### src/hw/rtl/lpr_pkg.sv
// shared types and constants of the line pixel rasterizer
`timescale 1ns / 1ps
`default_nettype none

package lpr_pkg;

    localparam int COORD_W  = 9;
    localparam int IN_W     = 8;
    localparam int ERR_W    = 11;
    localparam int COLOR_W  = 32;
    localparam int POS_W    = 6;
    localparam int SIZE_W   = 7;
    localparam int GUARD_W  = 9;
    localparam int Q_DEPTH  = 2;
    localparam int Q_PTR_W  = 1;
    localparam int Q_CNT_W  = 2;
    localparam int CFG_IDX_W = 1;

    localparam logic [CFG_IDX_W-1:0] REG_CANVAS_WIDTH  = 1'd0;
    localparam logic [CFG_IDX_W-1:0] REG_CANVAS_HEIGHT = 1'd1;

    // one line request after setup
    typedef struct packed {
        logic signed [COORD_W-1:0] start_x;
        logic signed [COORD_W-1:0] start_y;
        logic signed [COORD_W-1:0] end_x;
        logic signed [COORD_W-1:0] end_y;
        logic [COORD_W-1:0]        span_x;
        logic [COORD_W-1:0]        span_y;
        logic                      neg_x;
        logic                      neg_y;
        logic signed [ERR_W-1:0]   err;
        logic [COLOR_W-1:0]        color;
    } line_cmd_t;

    typedef enum logic [1:0] {
        ST_IDLE,
        ST_WALK,
        ST_FLUSH
    } walk_state_t;

endpackage

`default_nettype wire

### src/hw/rtl/lpr_front.sv
// front end: accepts line requests and works out spans, directions and initial error
`timescale 1ns / 1ps
`default_nettype none

module lpr_front
    import lpr_pkg::*;
(
    input  wire logic                   s_valid,
    output logic                        s_ready,
    input  wire logic [IN_W-1:0]        s_start_x,
    input  wire logic [IN_W-1:0]        s_start_y,
    input  wire logic [IN_W-1:0]        s_end_x,
    input  wire logic [IN_W-1:0]        s_end_y,
    input  wire logic [COLOR_W-1:0]     s_color,
    input  wire logic                   q_full,
    output logic                        q_push,
    output line_cmd_t                   q_cmd
);

    logic signed [COORD_W-1:0] x0, y0, x1, y1, dx, dy;
    logic [COORD_W-1:0]        span_x, span_y;

    always_comb begin
        x0 = $signed({s_start_x[IN_W-1], s_start_x});
        y0 = $signed({s_start_y[IN_W-1], s_start_y});
        x1 = $signed({s_end_x[IN_W-1], s_end_x});
        y1 = $signed({s_end_y[IN_W-1], s_end_y});
        dx = x1 - x0;
        dy = y1 - y0;
        span_x = dx[COORD_W-1] ? COORD_W'(-dx) : COORD_W'(dx);
        span_y = dy[COORD_W-1] ? COORD_W'(-dy) : COORD_W'(dy);

        q_cmd.start_x = x0;
        q_cmd.start_y = y0;
        q_cmd.end_x   = x1;
        q_cmd.end_y   = y1;
        q_cmd.span_x  = span_x;
        q_cmd.span_y  = span_y;
        q_cmd.neg_x   = !(x0 < x1);
        q_cmd.neg_y   = !(y0 < y1);
        q_cmd.err     = $signed({{(ERR_W-COORD_W){1'b0}}, span_x})
                      - $signed({{(ERR_W-COORD_W){1'b0}}, span_y});
        q_cmd.color   = s_color;
    end

    assign s_ready = !q_full;
    assign q_push  = s_valid && !q_full;

endmodule

`default_nettype wire

### src/hw/rtl/lpr_queue.sv
// two-entry command queue between front end and walker
`timescale 1ns / 1ps
`default_nettype none

module lpr_queue
    import lpr_pkg::*;
(
    input  wire logic      aclk,
    input  wire logic      aresetn,
    input  wire logic      push,
    input  wire line_cmd_t push_cmd,
    output logic           full,
    input  wire logic      pop,
    output logic           rd_valid,
    output line_cmd_t      rd_cmd
);

    line_cmd_t             entry_reg [Q_DEPTH];
    logic [Q_PTR_W-1:0]    wr_ptr_reg, wr_ptr_next;
    logic [Q_PTR_W-1:0]    rd_ptr_reg, rd_ptr_next;
    logic [Q_CNT_W-1:0]    count_reg, count_next;

    always_comb begin
        wr_ptr_next = push ? wr_ptr_reg + 1'b1 : wr_ptr_reg;
        rd_ptr_next = pop ? rd_ptr_reg + 1'b1 : rd_ptr_reg;
        count_next  = count_reg;
        if (push && !pop) begin
            count_next = count_reg + 1'b1;
        end else if (pop && !push) begin
            count_next = count_reg - 1'b1;
        end
    end

    always_ff @(posedge aclk) begin
        if (!aresetn) begin
            wr_ptr_reg <= '0;
            rd_ptr_reg <= '0;
            count_reg  <= '0;
        end else begin
            wr_ptr_reg <= wr_ptr_next;
            rd_ptr_reg <= rd_ptr_next;
            count_reg  <= count_next;
        end
    end

    always_ff @(posedge aclk) begin
        if (push) begin
            entry_reg[wr_ptr_reg] <= push_cmd;
        end
    end

    assign full     = (count_reg == Q_CNT_W'(Q_DEPTH));
    assign rd_valid = (count_reg != '0);
    assign rd_cmd   = entry_reg[rd_ptr_reg];

endmodule

`default_nettype wire

### src/hw/rtl/lpr_walker.sv
// back end: steps the error walk, clips points and issues pixel beats
`timescale 1ns / 1ps
`default_nettype none

module lpr_walker
    import lpr_pkg::*;
#(
    parameter int CANVAS_MAX = 64
)
(
    input  wire logic                aclk,
    input  wire logic                aresetn,
    input  wire logic                q_valid,
    input  wire line_cmd_t           q_cmd,
    output logic                     q_pop,
    input  wire logic [SIZE_W-1:0]   canvas_width,
    input  wire logic [SIZE_W-1:0]   canvas_height,
    output logic                     m_valid,
    input  wire logic                m_ready,
    output logic [POS_W-1:0]         m_pixel_x,
    output logic [POS_W-1:0]         m_pixel_y,
    output logic [COLOR_W-1:0]       m_pixel_color,
    output logic                     m_written,
    output logic                     m_last
);

    localparam logic [SIZE_W-1:0] MAX_SIZE = SIZE_W'(CANVAS_MAX);

    walk_state_t               state_reg, state_next;
    logic signed [COORD_W-1:0] cur_x_reg, cur_x_next, cur_y_reg, cur_y_next;
    logic signed [COORD_W-1:0] end_x_reg, end_x_next, end_y_reg, end_y_next;
    logic [COORD_W-1:0]        span_x_reg, span_x_next, span_y_reg, span_y_next;
    logic                      neg_x_reg, neg_x_next, neg_y_reg, neg_y_next;
    logic signed [ERR_W-1:0]   err_reg, err_next;
    logic [COLOR_W-1:0]        color_reg, color_next;
    logic [GUARD_W-1:0]        guard_reg, guard_next;
    logic                      pend_valid_reg, pend_valid_next;
    logic [POS_W-1:0]          pend_x_reg, pend_x_next, pend_y_reg, pend_y_next;
    logic                      m_valid_reg, m_valid_next;
    logic [POS_W-1:0]          m_x_reg, m_x_next, m_y_reg, m_y_next;
    logic [COLOR_W-1:0]        m_color_reg, m_color_next;
    logic                      m_written_reg, m_written_next;
    logic                      m_last_reg, m_last_next;

    logic [SIZE_W-1:0]         w_lim, h_lim;
    logic                      on_canvas, at_end, walk_done, out_free, advance;
    logic signed [ERR_W:0]     sx_ext, sy_ext;
    logic signed [ERR_W-1:0]   sx_err, sy_err, err_mid, err_new;
    logic signed [COORD_W-1:0] x_new, y_new;

    always_comb begin
        w_lim = (canvas_width > MAX_SIZE) ? MAX_SIZE : canvas_width;
        h_lim = (canvas_height > MAX_SIZE) ? MAX_SIZE : canvas_height;
        on_canvas = !cur_x_reg[COORD_W-1] && !cur_y_reg[COORD_W-1]
                 && (cur_x_reg[COORD_W-2:0] < {1'b0, w_lim})
                 && (cur_y_reg[COORD_W-2:0] < {1'b0, h_lim});
        at_end    = (cur_x_reg == end_x_reg) && (cur_y_reg == end_y_reg);
        walk_done = at_end || (guard_reg == '1);
        out_free  = !m_valid_reg || m_ready;
        advance   = !(on_canvas && pend_valid_reg) || out_free;
    end

    // one error step: x decision first, y decision on the updated error
    always_comb begin
        sx_err = $signed({{(ERR_W-COORD_W){1'b0}}, span_x_reg});
        sy_err = $signed({{(ERR_W-COORD_W){1'b0}}, span_y_reg});
        sx_ext = $signed({{(ERR_W+1-COORD_W){1'b0}}, span_x_reg});
        sy_ext = $signed({{(ERR_W+1-COORD_W){1'b0}}, span_y_reg});
        err_mid = err_reg;
        x_new   = cur_x_reg;
        y_new   = cur_y_reg;
        if ($signed({err_reg, 1'b0}) > -sy_ext) begin
            err_mid = err_reg - sy_err;
            x_new   = neg_x_reg ? cur_x_reg - COORD_W'(1) : cur_x_reg + COORD_W'(1);
        end
        err_new = err_mid;
        if ($signed({err_mid, 1'b0}) < sx_ext) begin
            err_new = err_mid + sx_err;
            y_new   = neg_y_reg ? cur_y_reg - COORD_W'(1) : cur_y_reg + COORD_W'(1);
        end
    end

    always_comb begin
        state_next = state_reg;
        case (state_reg)
            ST_IDLE: begin
                if (q_valid) begin
                    state_next = ST_WALK;
                end
            end
            ST_WALK: begin
                if (advance && walk_done) begin
                    state_next = ST_FLUSH;
                end
            end
            ST_FLUSH: begin
                if (out_free) begin
                    state_next = ST_IDLE;
                end
            end
            default: state_next = ST_IDLE;
        endcase
    end

    always_comb begin
        q_pop           = 1'b0;
        cur_x_next      = cur_x_reg;
        cur_y_next      = cur_y_reg;
        end_x_next      = end_x_reg;
        end_y_next      = end_y_reg;
        span_x_next     = span_x_reg;
        span_y_next     = span_y_reg;
        neg_x_next      = neg_x_reg;
        neg_y_next      = neg_y_reg;
        err_next        = err_reg;
        color_next      = color_reg;
        guard_next      = guard_reg;
        pend_valid_next = pend_valid_reg;
        pend_x_next     = pend_x_reg;
        pend_y_next     = pend_y_reg;
        m_valid_next    = m_valid_reg && !m_ready;
        m_x_next        = m_x_reg;
        m_y_next        = m_y_reg;
        m_color_next    = m_color_reg;
        m_written_next  = m_written_reg;
        m_last_next     = m_last_reg;
        case (state_reg)
            ST_IDLE: begin
                if (q_valid) begin
                    q_pop           = 1'b1;
                    cur_x_next      = q_cmd.start_x;
                    cur_y_next      = q_cmd.start_y;
                    end_x_next      = q_cmd.end_x;
                    end_y_next      = q_cmd.end_y;
                    span_x_next     = q_cmd.span_x;
                    span_y_next     = q_cmd.span_y;
                    neg_x_next      = q_cmd.neg_x;
                    neg_y_next      = q_cmd.neg_y;
                    err_next        = q_cmd.err;
                    color_next      = q_cmd.color;
                    guard_next      = '0;
                    pend_valid_next = 1'b0;
                end
            end
            ST_WALK: begin
                if (advance) begin
                    // hold one point back so the final one can carry last
                    if (on_canvas) begin
                        pend_valid_next = 1'b1;
                        pend_x_next     = cur_x_reg[POS_W-1:0];
                        pend_y_next     = cur_y_reg[POS_W-1:0];
                        if (pend_valid_reg) begin
                            m_valid_next   = 1'b1;
                            m_x_next       = pend_x_reg;
                            m_y_next       = pend_y_reg;
                            m_color_next   = color_reg;
                            m_written_next = 1'b1;
                            m_last_next    = 1'b0;
                        end
                    end
                    if (!walk_done) begin
                        cur_x_next = x_new;
                        cur_y_next = y_new;
                        err_next   = err_new;
                        guard_next = guard_reg + 1'b1;
                    end
                end
            end
            ST_FLUSH: begin
                if (out_free) begin
                    m_valid_next    = 1'b1;
                    m_last_next     = 1'b1;
                    m_written_next  = pend_valid_reg;
                    m_x_next        = pend_valid_reg ? pend_x_reg : '0;
                    m_y_next        = pend_valid_reg ? pend_y_reg : '0;
                    m_color_next    = pend_valid_reg ? color_reg : '0;
                    pend_valid_next = 1'b0;
                end
            end
            default: begin
                pend_valid_next = 1'b0;
            end
        endcase
    end

    always_ff @(posedge aclk) begin
        if (!aresetn) begin
            state_reg      <= ST_IDLE;
            pend_valid_reg <= 1'b0;
            m_valid_reg    <= 1'b0;
        end else begin
            state_reg      <= state_next;
            pend_valid_reg <= pend_valid_next;
            m_valid_reg    <= m_valid_next;
        end
    end

    always_ff @(posedge aclk) begin
        cur_x_reg     <= cur_x_next;
        cur_y_reg     <= cur_y_next;
        end_x_reg     <= end_x_next;
        end_y_reg     <= end_y_next;
        span_x_reg    <= span_x_next;
        span_y_reg    <= span_y_next;
        neg_x_reg     <= neg_x_next;
        neg_y_reg     <= neg_y_next;
        err_reg       <= err_next;
        color_reg     <= color_next;
        guard_reg     <= guard_next;
        pend_x_reg    <= pend_x_next;
        pend_y_reg    <= pend_y_next;
        m_x_reg       <= m_x_next;
        m_y_reg       <= m_y_next;
        m_color_reg   <= m_color_next;
        m_written_reg <= m_written_next;
        m_last_reg    <= m_last_next;
    end

    assign m_valid       = m_valid_reg;
    assign m_pixel_x     = m_x_reg;
    assign m_pixel_y     = m_y_reg;
    assign m_pixel_color = m_color_reg;
    assign m_written     = m_written_reg;
    assign m_last        = m_last_reg;

endmodule

`default_nettype wire

### src/hw/rtl/line_pixel_rasterizer_top.sv
// Line pixel rasterizer: takes a line request and issues one beat per pixel
// on the canvas, walking the Bresenham error loop from start to end inclusive.
// s_ channel: one beat per line (endpoints as signed 8-bit values, color).
// m_ channel: one beat per on-canvas pixel; last marks the final beat of a
// line; a line that misses the canvas gives a single beat with written low.
// cfg port: index 0 sets canvas width, index 1 canvas height, write while idle.
// A request lands in a two-entry queue at acceptance; the walker takes it
// from the queue once idle and visits one point per cycle unless the output
// stalls; the single walker works on one line at a time.
// The first pixel beat appears after the second on-canvas point is visited,
// since one point is held back to carry last; the final beat is registered
// in the flush state that follows the last point, once the output register
// is free. When the receiver stalls, the output register holds its beat and
// the walker waits at the next on-canvas point; the queue keeps taking
// requests until full. Reset empties the queue, drops any walk in flight and
// sets the canvas to 64 by 64.
`timescale 1ns / 1ps
`default_nettype none

module line_pixel_rasterizer_top
    import lpr_pkg::*;
#(
    parameter int CANVAS_MAX = 64
)
(
    input  wire logic                  aclk,
    input  wire logic                  aresetn,
    input  wire logic                  cfg_wr_en,
    input  wire logic [CFG_IDX_W-1:0]  cfg_index,
    input  wire logic [SIZE_W-1:0]     cfg_wdata,
    input  wire logic                  s_valid,
    output logic                       s_ready,
    input  wire logic [IN_W-1:0]       s_start_x,
    input  wire logic [IN_W-1:0]       s_start_y,
    input  wire logic [IN_W-1:0]       s_end_x,
    input  wire logic [IN_W-1:0]       s_end_y,
    input  wire logic [COLOR_W-1:0]    s_color,
    output logic                       m_valid,
    input  wire logic                  m_ready,
    output logic [POS_W-1:0]           m_pixel_x,
    output logic [POS_W-1:0]           m_pixel_y,
    output logic [COLOR_W-1:0]         m_pixel_color,
    output logic                       m_written,
    output logic                       m_last
);

    logic [SIZE_W-1:0] canvas_width_reg, canvas_width_next;
    logic [SIZE_W-1:0] canvas_height_reg, canvas_height_next;

    logic       q_push, q_full, q_pop, q_valid;
    line_cmd_t  push_cmd, rd_cmd;

    always_comb begin
        canvas_width_next  = canvas_width_reg;
        canvas_height_next = canvas_height_reg;
        if (cfg_wr_en) begin
            case (cfg_index)
                REG_CANVAS_WIDTH:  canvas_width_next  = cfg_wdata;
                REG_CANVAS_HEIGHT: canvas_height_next = cfg_wdata;
                default: ;
            endcase
        end
    end

    always_ff @(posedge aclk) begin
        if (!aresetn) begin
            canvas_width_reg  <= SIZE_W'(64);
            canvas_height_reg <= SIZE_W'(64);
        end else begin
            canvas_width_reg  <= canvas_width_next;
            canvas_height_reg <= canvas_height_next;
        end
    end

    lpr_front u_front (
        .s_valid   (s_valid),
        .s_ready   (s_ready),
        .s_start_x (s_start_x),
        .s_start_y (s_start_y),
        .s_end_x   (s_end_x),
        .s_end_y   (s_end_y),
        .s_color   (s_color),
        .q_full    (q_full),
        .q_push    (q_push),
        .q_cmd     (push_cmd)
    );

    lpr_queue u_queue (
        .aclk     (aclk),
        .aresetn  (aresetn),
        .push     (q_push),
        .push_cmd (push_cmd),
        .full     (q_full),
        .pop      (q_pop),
        .rd_valid (q_valid),
        .rd_cmd   (rd_cmd)
    );

    lpr_walker #(
        .CANVAS_MAX (CANVAS_MAX)
    ) u_walker (
        .aclk          (aclk),
        .aresetn       (aresetn),
        .q_valid       (q_valid),
        .q_cmd         (rd_cmd),
        .q_pop         (q_pop),
        .canvas_width  (canvas_width_reg),
        .canvas_height (canvas_height_reg),
        .m_valid       (m_valid),
        .m_ready       (m_ready),
        .m_pixel_x     (m_pixel_x),
        .m_pixel_y     (m_pixel_y),
        .m_pixel_color (m_pixel_color),
        .m_written     (m_written),
        .m_last        (m_last)
    );

endmodule

`default_nettype wire
### config.mk
export PLATFORM = sky130hd
export DESIGN_NAME = line_pixel_rasterizer_top
export DESIGN_NICKNAME = d
export VERILOG_FILES = /design/src/hw/rtl/lpr_pkg.sv /design/src/hw/rtl/lpr_front.sv /design/src/hw/rtl/lpr_queue.sv /design/src/hw/rtl/lpr_walker.sv /design/src/hw/rtl/line_pixel_rasterizer_top.sv
export SDC_FILE = /design/constraint.sdc
export NUM_CORES = 1
export LEC_CHECK = 0
export CORE_MARGIN = 2
export CORE_UTILIZATION = 34
export DETAILED_ROUTE_END_ITERATION = 7
export DONT_BUFFER_PORTS = 1
export REMOVE_ABC_BUFFERS = 1
export SYNTH_ARGS = -nofsm -noshare
export SYNTH_HDL_FRONTEND = slang
export SYNTH_SLANG_ARGS = --single-unit
### constraint.sdc
create_clock -name aclk -period 6.1 [get_ports aclk]
set_clock_uncertainty 0.15 [all_clocks]
set_input_delay 0.305 -clock aclk [delete_from_list [all_inputs] [get_ports aclk]]
set_output_delay 0.305 -clock aclk [all_outputs]
set_load 0.01 [all_outputs]
-- Yosys cells after proc, flatten, opt, wreduce, memory -nomap -nowiden
Memories as Yosys holds them, arrays and structs flattened. A register that Yosys moved wholly into a read port is not among the register bits.
Index checks and enable logic that the tools add are counted.
- bits in registers: 188
- memory bits (writable): 198
- bits of input ports: 77
- output and inout bits: 48
- word-level logic and storage cells: 182
- memories kept: 1
- memory list (memory ; words ; bits a word ; rd ports ; clocked after Yosys merged registers in ; wr ports ; RTL line ; source):
    u_queue.entry_reg ; 2 ; 99 ; 1 ; 1 ; 1 ; lpr_queue.sv:18 ; line_cmd_t entry_reg [Q_DEPTH];
- $add $sub $neg: 17
- magnitude comparators: 8
- equality and inequality tests: 15
- multiplexer cells: 76
- bitwise operators: 1
- reductions and logical operators: 38
- operator list (cell ; number):
    32-bit 2-to-1 mux ; 5
    9-bit 2-to-1 mux ; 15
    32-bit case mux with 2 select lines ; 1
    6-bit 2-to-1 mux ; 10
    11-bit 2-to-1 mux ; 5
    9-bit case mux with 2 select lines ; 3
    6-bit case mux with 2 select lines ; 2
    1-bit 2-to-1 mux ; 22
    11-bit case mux with 2 select lines ; 1
    9-bit by 2-bit adder with 9-bit output (second input constant) ; 2
    9-bit equality test ; 2
    9-bit negation ; 2
    8-bit by 8-bit subtractor with 9-bit output ; 2
    9-bit by 2-bit subtractor with 9-bit output (second input constant) ; 2
    8-bit by 7-bit less-than comparator with 1-bit output ; 2
    8-bit less-than comparator ; 2
    5-bit AND reduction ; 3
    7-bit > comparator (second input constant) ; 2
    7-bit 2-to-1 mux ; 2
    2-bit by 1-bit != test with 1-bit output (second input constant) ; 7
    12-bit > comparator ; 1
    12-bit by 10-bit less-than comparator with 1-bit output ; 1
    9-bit negation with 12-bit output ; 1
    11-bit by 10-bit adder with 11-bit output ; 1
    23 further kinds ; 59

-- Longest topological paths before layout
- depth after elaboration: 11
- mapped depth: 23
- depth with buffers taken out: 23

-- Cells and area by module
From an unflattened synthesis, not the netlist that was laid out.
- cell total of the unflattened synthesis: 1406
- area total of the unflattened synthesis: 19155.9 µm²
- modules (own cells, without submodules) (module ; instances ; cells each ; area an instance (µm²)):
    lpr_walker ; 1 ; 726 ; 9046.2
    lpr_queue ; 1 ; 330 ; 7390.8
    lpr_front ; 1 ; 294 ; 2175.8
    line_pixel_rasterizer_top ; 1 ; 56 ; 543.0

-- Worst setup path before layout
Ideal clock, no wire load.
- path type: register to register
- from: reg u_queue.count_reg[0]
- to: mem u_queue.entry_reg[0][0] (netlist name) (enable)
- setup time: 549 ps
- data arrival time: 4620 ps
- required time: 5401 ps
- setup slack: 781 ps
- cell stages (with the launch flop): 4
- path buffers: 0
- clock period less this slack: 5319 ps
- cells stage by stage: dfxtp_1 > nand2b_1 > nand2_1 > nor2_1
- longest elaborated chain between the ends: 5
- RTL lines (item ; RTL line ; source):
    start: declaration ; lpr_queue.sv:21 ; logic [Q_CNT_W-1:0] count_reg, count_next;
    start signal: assignment ; lpr_queue.sv:42 ; count_reg <= count_next;
    2-bit equality test ; lpr_queue.sv:52 ; assign full = (count_reg == Q_CNT_W'(Q_DEPTH));
    1-bit logical NOT ; - ;
    via s_ready ; line_pixel_rasterizer_top.sv:32 ; output logic s_ready,
    1-bit logical AND ; lpr_front.sv:47 ; assign q_push = s_valid && !q_full;
    1-bit 2-to-1 mux ; lpr_queue.sv:47 ; if (push) begin
    1-bit 2-to-1 mux (not written as such) ; lpr_queue.sv:48 ; entry_reg[wr_ptr_reg] <= push_cmd;
    end: declaration ; lpr_queue.sv:18 ;
The timed path passes the listed nets, and every way through them passes these cells.

-- Worst setup path in the final report
- from: reg u_walker.span_y_reg[5]
- to: reg u_walker.cur_y_reg[7] (enable)
- longest elaborated chain between the ends: 6
- RTL lines (item ; RTL line ; source):
    start: declaration ; lpr_walker.sv:32 ; logic [COORD_W-1:0] span_x_reg, span_x_next, span_y_reg, span_y_next;
    start signal: assignment ; lpr_walker.sv:204 ; span_y_reg <= span_y_next;
    9-bit negation with 12-bit output ; lpr_walker.sv:72 ; if ($signed({err_reg, 1'b0}) > -sy_ext) begin
    12-bit > comparator ; lpr_walker.sv:72 ;
    11-bit 2-to-1 mux (*) ; lpr_walker.sv:72 ;
    12-bit by 10-bit less-than comparator with 1-bit output (*) ; lpr_walker.sv:77 ; if ($signed({err_mid, 1'b0}) < sx_ext) begin
    2-bit by 1-bit != test with 1-bit output (no line) (*) ; - ;
    5-bit AND reduction (no line) (*) ; - ;
    end signal: assignment ; lpr_walker.sv:200 ; cur_y_reg <= cur_y_next;
    end: declaration ; lpr_walker.sv:30 ; logic signed [COORD_W-1:0] cur_x_reg, cur_x_next, cur_y_reg, cur_y_next;
Every way passes the cells marked *; elsewhere a longest branch is shown, timed or not.
A chain may end at the register's enable or synchronous reset.

==> results.md <==
- Post-synth ARST share: 0%
- Drt total wl: 41.1 mm
- Worst IR drop on VDD: 0.000245 V
- Final Instance Area: 20800 um2
- Clock Path Buffers: 3
- Final setup TNS: 0 ns
- Crit start category: flop
- Leakage: 7.49 nW
- Most frequent cells in the layout: 352 x edfxtp_1, 97 x ha_1, 93 x inv_1
- Vias per cell: 5.00
- Vias in the first global route: 10900
- Total gr overflow: 0
- Routed wire per std cell: 19.1 um
- Fillers: 4798
- Core ar.: 51500 um2
- Syn avg cell area: 13.4 um2
- Fmax: 176 MHz
- DRC violation count after routing: 0
- Worst-path clk slew: 0.06 ns
- Die X-Extent: 233 um
- Crit path from: u_walker.span_y_reg[5]
- CTS tree: yes
- Slew margin rel.: 25.2%
- Starting Density: 34.6%
- Most common cell after layout, fill and taps aside: edfxtp_1
- Synth top area cells: edfxtp_1 59%, ha_1 6.9%, mux2_2 4.8%
- HP Class: input port to flop
- Post-DRT Antenna Nets: 0
- Initial DRC Count: 758
- Flops & latches, synth: 375
- Pwr/cell area: 568 nW/um2
- Final hold violation count: 0
- Synth top area share: 59.3%
- CTS root buf: clkbuf_16
- Antenna violations before repair: 2
- Pins Over Slew Limit: 0
- Nets: 1621
- RSZ-0062 raised after global routing: no
- I/O pin cnt: 125
- Routed vias: 10800
- Max reg flops: 188
- Total CTS buffers: 40
- I/O Buffers: 0
- Synth warn: 0
- Crit. End Element: flop
- Area delta synth->final: 16.8%
- Most used DFF post-synth: edfxtp_1
- Max Cap Violations: 0
- Detail Placement HPWL: 27.7 mm
- WP data arrival: 5.77 ns
- FP Rows: 83
- Distinct cell type count after synthesis: 69
- Period utilization: 92.9%
- Sequential fraction of the synthesis area: 61.9%
- Layout cell share with drive strength beyond 1: 11.5%
- Worst Path Max Fanout: 9
- Drt first pass iters: 5
- Number of setup violations in the final report: 0
- Synth Cell Area: 17800 um2
- Min Clock Period, post-route: 5.67 ns
- Setup bufs post-CTS: 0
- Number of inserted diodes: 0
- Die span in y: 233 um
- Kind of critical path: flop to flop
- Final Core Density: 40.4%
- Required time of the critical path: 6.20 ns
- H-tree levels: 2
- R2r startpoint: u_walker.span_y_reg[5]
- Slew at the pin closest to its max-slew limit: 1.12 ns
- EDFF count, synth: 352
- Global-route wire length before repair: 63.6 mm
- RD Place Congestion: 0.826
- Hold Crit Start: s_end_x[7]
- Largest net degree at the start of global routing: 62
- Worst-skew pair later-pin latency: 0.55 ns
- Synth Instances: 1328
- CTS sink count: 375
- Placed instance area: 18600 um2
- Yosys top cell by area: edfxtp_1
- Total GRT Usage: 15.3%
- DIE AREA: 54200 um2
- Status: completed
-- power by group --
part           internal (mW)  leakage (nW)  switching, mW
clock                   1.33         0.616           1.00
combinational           1.96          3.39           2.91
sequential              4.02          3.49          0.583
-- synth_stat cells (17+ instances only) --
library cell  number
nor2_1            63
o21ai_0           47
edfxtp_1         352
nor2b_1           17
mux2i_1           18
clkbuf_1          25
dfxtp_1           23
xnor2_1           58
nand3_1           25
mux2_2            76
nand2_1           72
inv_1             94
a21oi_1           59
ha_1              98
xor2_1            29
and2_1            55
-- layer usage --
metal,up-vias,routed length [um],GRT usage [%]
met1,5320,18400,20.4
met4,2,879,4.32
met5,-,13,0
met3,68,1950,2.56
met2,239,19900,25.5
li1,5128,-,-
-- worst max-delay path, cell delays in order (launching register included) --
cell and delay (ns):
edfxtp_1 0.41, nor4_1 0.41, nand2_1 0.19, nor4_1 0.24
ha_1 0.43, inv_2 0.20, a21oi_1 0.08, or2_2 0.30
nor2_2 0.22, mux2i_1 0.23, nor2_1 0.05, a221o_1 0.33
ha_1 0.31, a2111oi_0 0.38, o21ai_0 0.18, a221oi_1 0.42
and4_4 0.37, nor2_1 0.10, a21oi_1 0.17, buf_4 0.21
-- cell type report --
cell class / instances / area, um2 / share of cell area [%]
repair buffers: 103 / 998 / 4.80
inverters: 95 / 357 / 1.71
multi-input cells: 824 / 6290 / 30.2
well taps: 680 / 851 / 4.09
flip-flops and latches: 375 / 11000 / 53.1
clock inverters: 23 / 204 / 0.981
clock buffers: 51 / 1060 / 5.11
-- worst paths after layout --
check        slack, ns                       end  cells past startpoint
max               0.43     u_walker.cur_y_reg[7]                     19
min               0.03  u_queue.entry_reg[1][44]                      3
max reg2reg       0.43     u_walker.cur_y_reg[7]                     19
min reg2reg       0.33       canvas_width_reg[1]                      2
-- metrics by stage --
stage / worst slack (ns) / power (mW) / std cells / hold slack [ns]
final: 0.430 / 11.8 / 2151 / 0.0337
after global routing: 0.0191 / 12.6 / 2151 / 0.0561
after CTS: 0.367 / 11.9 / 2151 / 0.0127
after detailed placement: 0.402 / 9.43 / 1987 / 0.243
after global placement: 0.545 / 9.36 / 1987 / 0.235
after floorplan: 0.781 / 8.02 / 1294 / 0.227
-- what timing repair did --
item | CTS | global route
resized for setup | 0 | 1
hold buffers | 90 | 0
endpoints found under the hold margin | 151 | 0
endpoints found under the setup margin | 0 | 12
-- cell families (layout without fill, tap and decap cells) --
kind of cell             after synthesis  count (layout)  synth area share [%]
flip-flops                           375             375                  61.9
AND/OR/NAND/NOR                      308             308                  8.97
AO/OA/AOI/OAI                        230             230                  8.48
buffers and inverters                129             272                  2.85
adder cells (fa/ha/maj)              105             105                  7.67
multiplexers                          94              94                  5.82
XOR/XNOR                              87              87                  4.28
Note: power is estimated with default switching activity, not from simulation.
